## config.mk

```make
export PLATFORM = sky130hd
export DESIGN_NAME = rlde_ram
export DESIGN_NICKNAME = d
export VERILOG_FILES = /design/src/hdl/rlde_ram.sv
export SDC_FILE = /design/constraint.sdc
export NUM_CORES = 1
export LEC_CHECK = 0
export BUFFER_PORTS_ARGS = -buffer_cell sky130_fd_sc_hd__buf_2
export CAP_MARGIN = 20
export CORE_MARGIN = 2
export CORE_UTILIZATION = 50
export CTS_CLUSTER_DIAMETER = 30
export DETAILED_ROUTE_END_ITERATION = 12
export PLACE_DENSITY = 0.73
export SLEW_MARGIN = 20
export SYNTH_ARGS = -nofsm -noshare
export SYNTH_HDL_FRONTEND = slang
export SYNTH_SLANG_ARGS = --single-unit
```

## constraint.sdc

```tcl
create_clock -name clk -period 3.2 [get_ports clk]
set_clock_uncertainty 0.2 [all_clocks]
set_input_delay 0.32 -clock clk [delete_from_list [all_inputs] [get_ports clk]]
set_output_delay 0.32 -clock clk [all_outputs]
set_load 0.01 [all_outputs]
```

## src/hdl/rlde_ram.sv

```systemverilog
module rlde_ram #(
    parameter int DEPTH  = 132,
    parameter int WIDTH  = 8,
    parameter int ADDR_W = 8
) (
    input  logic              clk,
    input  logic              we,
    input  logic [ADDR_W-1:0] waddr,
    input  logic [WIDTH-1:0]  wdata,
    input  logic              re,
    input  logic [ADDR_W-1:0] raddr,
    output logic [WIDTH-1:0]  rdata
);

    logic [WIDTH-1:0] mem [DEPTH];

    always_ff @(posedge clk)
    begin
        if (we)
        begin
            mem[waddr] <= wdata;
        end
        if (re)
        begin
            rdata <= mem[raddr];
        end
    end

endmodule

```

==> results.md <==
Run status:
- The run finished with clean final reports.

Timing:
- The worst max-slew margin expressed relative to the limit is 37.7%.
- Setup repair after global routing left no endpoint under its margin.
- The smallest setup slack after layout is roughly 0.36 ns.
- At the pin with the least slew margin, the transition time is 0.935 ns.
- In the finished design, the share of the clock period the worst path needs comes to 88.8%.
- The final-report max-slew violation count came to 0.
- The final setup violation count is 0.
- The maximum operating frequency is 352 MHz.
- The worst path needs between 2 and 3 ns of the cycle, external delays included.
- The number of hold-slack violations in the final timing report was 0.

Routing:
- The count of unresolved DRC violations after routing is 0.
- The detailed router finished its first iteration with 2,923 violations.
- After detailed routing, the number of vias per cell comes to 6.24.
- The via total after detailed routing is 21.3k.
- The number of iterations in the first detailed-routing pass is 6.
- The final wirelength is 102,000 µm.
- The routed wire length per instance is 29.7 µm.
- The residual antenna-violating net count after detailed routing is 0.

Placed design:
- During placement, the flow inserted port buffers numbering 34.
- The placer congestion estimate is 0.956.
- The placed instances occupy a cell area of 44,000 µm².
- After legalization and detailed placement, the total HPWL measured 63,400 µm.
- At the placement stage, the worst setup path has a slack of -0.0862 ns.

Setup path:
- At the worst endpoint, the arrival time is 3.07 ns.
- The category of the critical setup timing path is reg -> reg.
- The maximum fanout count along the critical path is 1.
- At the worst endpoint, the required time is 3.42 ns.
- The worst setup path is captured at a flop.
- STA classifies the critical path startpoint as a flop.

Floorplanning:
- The overall die area is 84,400 µm².
- The number of ports placed on the die boundary is 35.
- The horizontal die dimension is 291 µm.
- The placeable core area is 81,700 µm².
- The initial core utilization is 50.2%.
- The height of the die is 291 µm.
- The count of standard-cell rows is 105.

Global routing:
- The first global-routing pass estimated 149,000 µm of wire.
- The largest net degree at the start of global routing is 74.
- The initial antenna violation count is 7.
- The total global routing overflow is 0.
- In the global route stage, overall resource usage came out at about a quarter.
- The via count of the first global-routing pass is 21.9k.

Clocking:
- The total CTS buffers is 154.
- The largest buffer count on any clock path is 3.
- For this design, the CTS-stage hold fixing added 11 buffers.
- The clock-pin slew reported for the worst setup and hold paths after clock tree synthesis is 0.05 ns.
- The cell sitting at the root of the clock tree is a clkbuf_16.
- The deepest level of the CTS H-tree is 4.
- The insertion delay to the later sink of the worst-skew pair is approximately 0.73 ns.
- In this run the post-CTS setup repair buffer count came out at 0.
- The tree built by TritonCTS fans out to approximately 1.1k sinks.
- Gates resized during post-CTS repair numbered 0.
- TritonCTS built the clock tree.

Hold path:
- In this run the worst hold path is classified as in -> reg.

Finish:
- Of the cells placed in the final design, the portion with a size suffix greater than 1 is 33.6%.
- For this run, the post-layout net count is between 2k and 2.5k.
- The area growth from synthesis to layout is 20.5%.
- Measured on the finished design, the core utilization comes to 60.5%.
- Summing all non-filler instances in the final layout gives an area of 49,500 µm².

Synthesis:
- The post-synthesis sequential area ratio is 77.8%.
- The flip-flop and latch count after synthesis is 1,064.
- The number of distinct library cells after synthesis is 43.
- Yosys attributes the largest share of cell area to edfxtp_1 78%, mux4_2 14%, nor2_1 1.3%.
- The area share of the largest cell type after synthesis is 77.8%.
- Yosys printed 0 warnings.
- The biggest area contributor in the post-synthesis netlist is edfxtp_1.
- The net count of the mapped netlist is 1,918.
- Synthesis produced a netlist whose cell count is 1,891.
- The synthesized area per cell is approximately 22 µm².
- The cell area that synthesis handed to floorplanning was 41,000 µm².

Power and ir drop:
- The power per unit of standard cell area is just under 700 nW/µm².
- IR analysis of the VDD net gives a maximum drop of around 590 µV.
- The analysis attributes to cell leakage a power of 16.0 nW.

Job:
- The number of max-cap violations is 0.
## synthesized netlist by cell type
cell type,number
edfxtp_1,1064
mux4_2,263
nor2_1,146
nand2_1,48
o22ai_1,47
clkbuf_1,43
nor3_1,33
buf_2,24
a22oi_1,21
buf_4,20
a221oi_1,17
nor2b_1,17
a22o_1,15
nand3_1,13
o22a_1,12
mux2i_1,11
nand2b_1,11
a21oi_1,10
mux2_2,9
nor4_1,8
a311oi_1,7
o221ai_1,7
buf_1,6
or2_2,5
and2_1,4
nand3b_1,4
buf_6,3
o21ai_0,3
a211oi_1,2
a31oi_1,2
and3_1,2
buf_12,2
buf_8,2
a2111oi_0,1
a21boi_0,1
a32oi_1,1
clkbuf_2,1
inv_1,1
inv_2,1
nor3b_1,1
o211ai_1,1
o32ai_1,1
or4_1,1
## metrics by stage
| step | power (W) | setup TNS [ns] | hold slack, ns | instances |
|---|---|---|---|---|
| 4_1_cts | 0.0341 | 0 | 0.00495 | 3415 |
| 3_5_place_dp | 0.0171 | -0.103 | 0.501 | 3118 |
| 3_3_place_gp | 0.0171 | -0.130 | 0.493 | 3118 |
| 6_report | 0.0340 | 0 | 0.0199 | 3421 |
| 5_1_grt | 0.0348 | 0 | 0.0496 | 3417 |
| 2_1_floorplan | 0.0164 | 0 | 0.219 | 1891 |
## report_power, final
part	total, W	switching, W	internal (W)	leakage (nW)
clock	0.0171	0.00631	0.0108	2.57
combinational	0.00146	0.000906	0.000555	3.84
sequential	0.0154	0.0000208	0.0154	9.57
total	0.0340	0.00724	0.0267	16.0
## worst max-delay path: stages, from the launching register on
cell	delay, ns
edfxtp_1	0.35
mux4_2	0.52
a22o_1	0.25
a221oi_1	0.50
o22ai_1	0.30
nor3_1	0.31
a311oi_1	0.10
## layout make-up
| type | count | area, µm² |
|---|---|---|
| fill | 5459 | 32300 |
| multi-input combinational | 724 | 8540 |
| sequential | 1064 | 32000 |
| tap | 1070 | 1340 |
| timing repair buffer | 269 | 2280 |
| clock buffer | 177 | 4070 |
| antenna | 6 | 15.0 |
| clock inverter | 109 | 1260 |
| inverter | 2 | 7.51 |
## state kept, by name, summed over array words and instances, names as in the netlist
register / flops
mem: 1056
rdata: 8
## path summary, 6_finish.rpt
path / from / endpoint / slack (ns) / cells after the start
worst min-delay path: wdata[5] / mem[122][5]$_DFFE_PP_ / 0.02 / 1
worst max-delay path: mem[75][0]$_DFFE_PP_ / rdata[0]$_DFFE_PP_ / 0.36 / 6
worst max register to register: mem[75][0]$_DFFE_PP_ / rdata[0]$_DFFE_PP_ / 0.36 / 6
worst min register to register: mem[131][1]$_DFFE_PP_ / rdata[1]$_DFFE_PP_ / 0.76 / 3
## metal layers
metal / vias up / GRT usage (%) / wire length (µm)
met2: 1417 / 39.0 / 49400
met5: - / 0 / 11
li1: 8703 / - / -
met3: 252 / 6.37 / 11400
met1: 10966 / 32.3 / 36800
met4: 4 / 9.92 / 3980
## cell families (layout without fill, tap and decap cells)
| logic type | count (synthesis) | in the layout | synth area share [%] |
|---|---|---|---|
| buffers and inverters | 103 | 557 | 1.39 |
| AOI/OAI and AO/OA | 148 | 148 | 2.66 |
| and+or+nand+nor | 293 | 293 | 3.16 |
| other | 0 | 6 | 0 |
| muxes | 283 | 283 | 14.9 |
| DFF | 1064 | 1064 | 77.8 |
## layout by cell type, fill, tap and decap left out, types with 13 or more instances in the layout
| master | n |
|---|---|
| buf_12 | 22 |
| o22ai_1 | 47 |
| nand3_1 | 13 |
| buf_2 | 24 |
| a22oi_1 | 21 |
| nor2b_1 | 16 |
| clkbuf_16 | 160 |
| clkbuf_1 | 17 |
| clkinv_1 | 18 |
| buf_4 | 210 |
| a221oi_1 | 17 |
| clkinv_2 | 22 |
| nor2_1 | 145 |
| inv_6 | 16 |
| nor3_1 | 33 |
| a22o_1 | 15 |
| bufinv_16 | 19 |
| edfxtp_1 | 1064 |
| clkinvlp_4 | 14 |
| nand2_1 | 48 |
| mux4_2 | 263 |
Power figures use the tool's default switching activity.
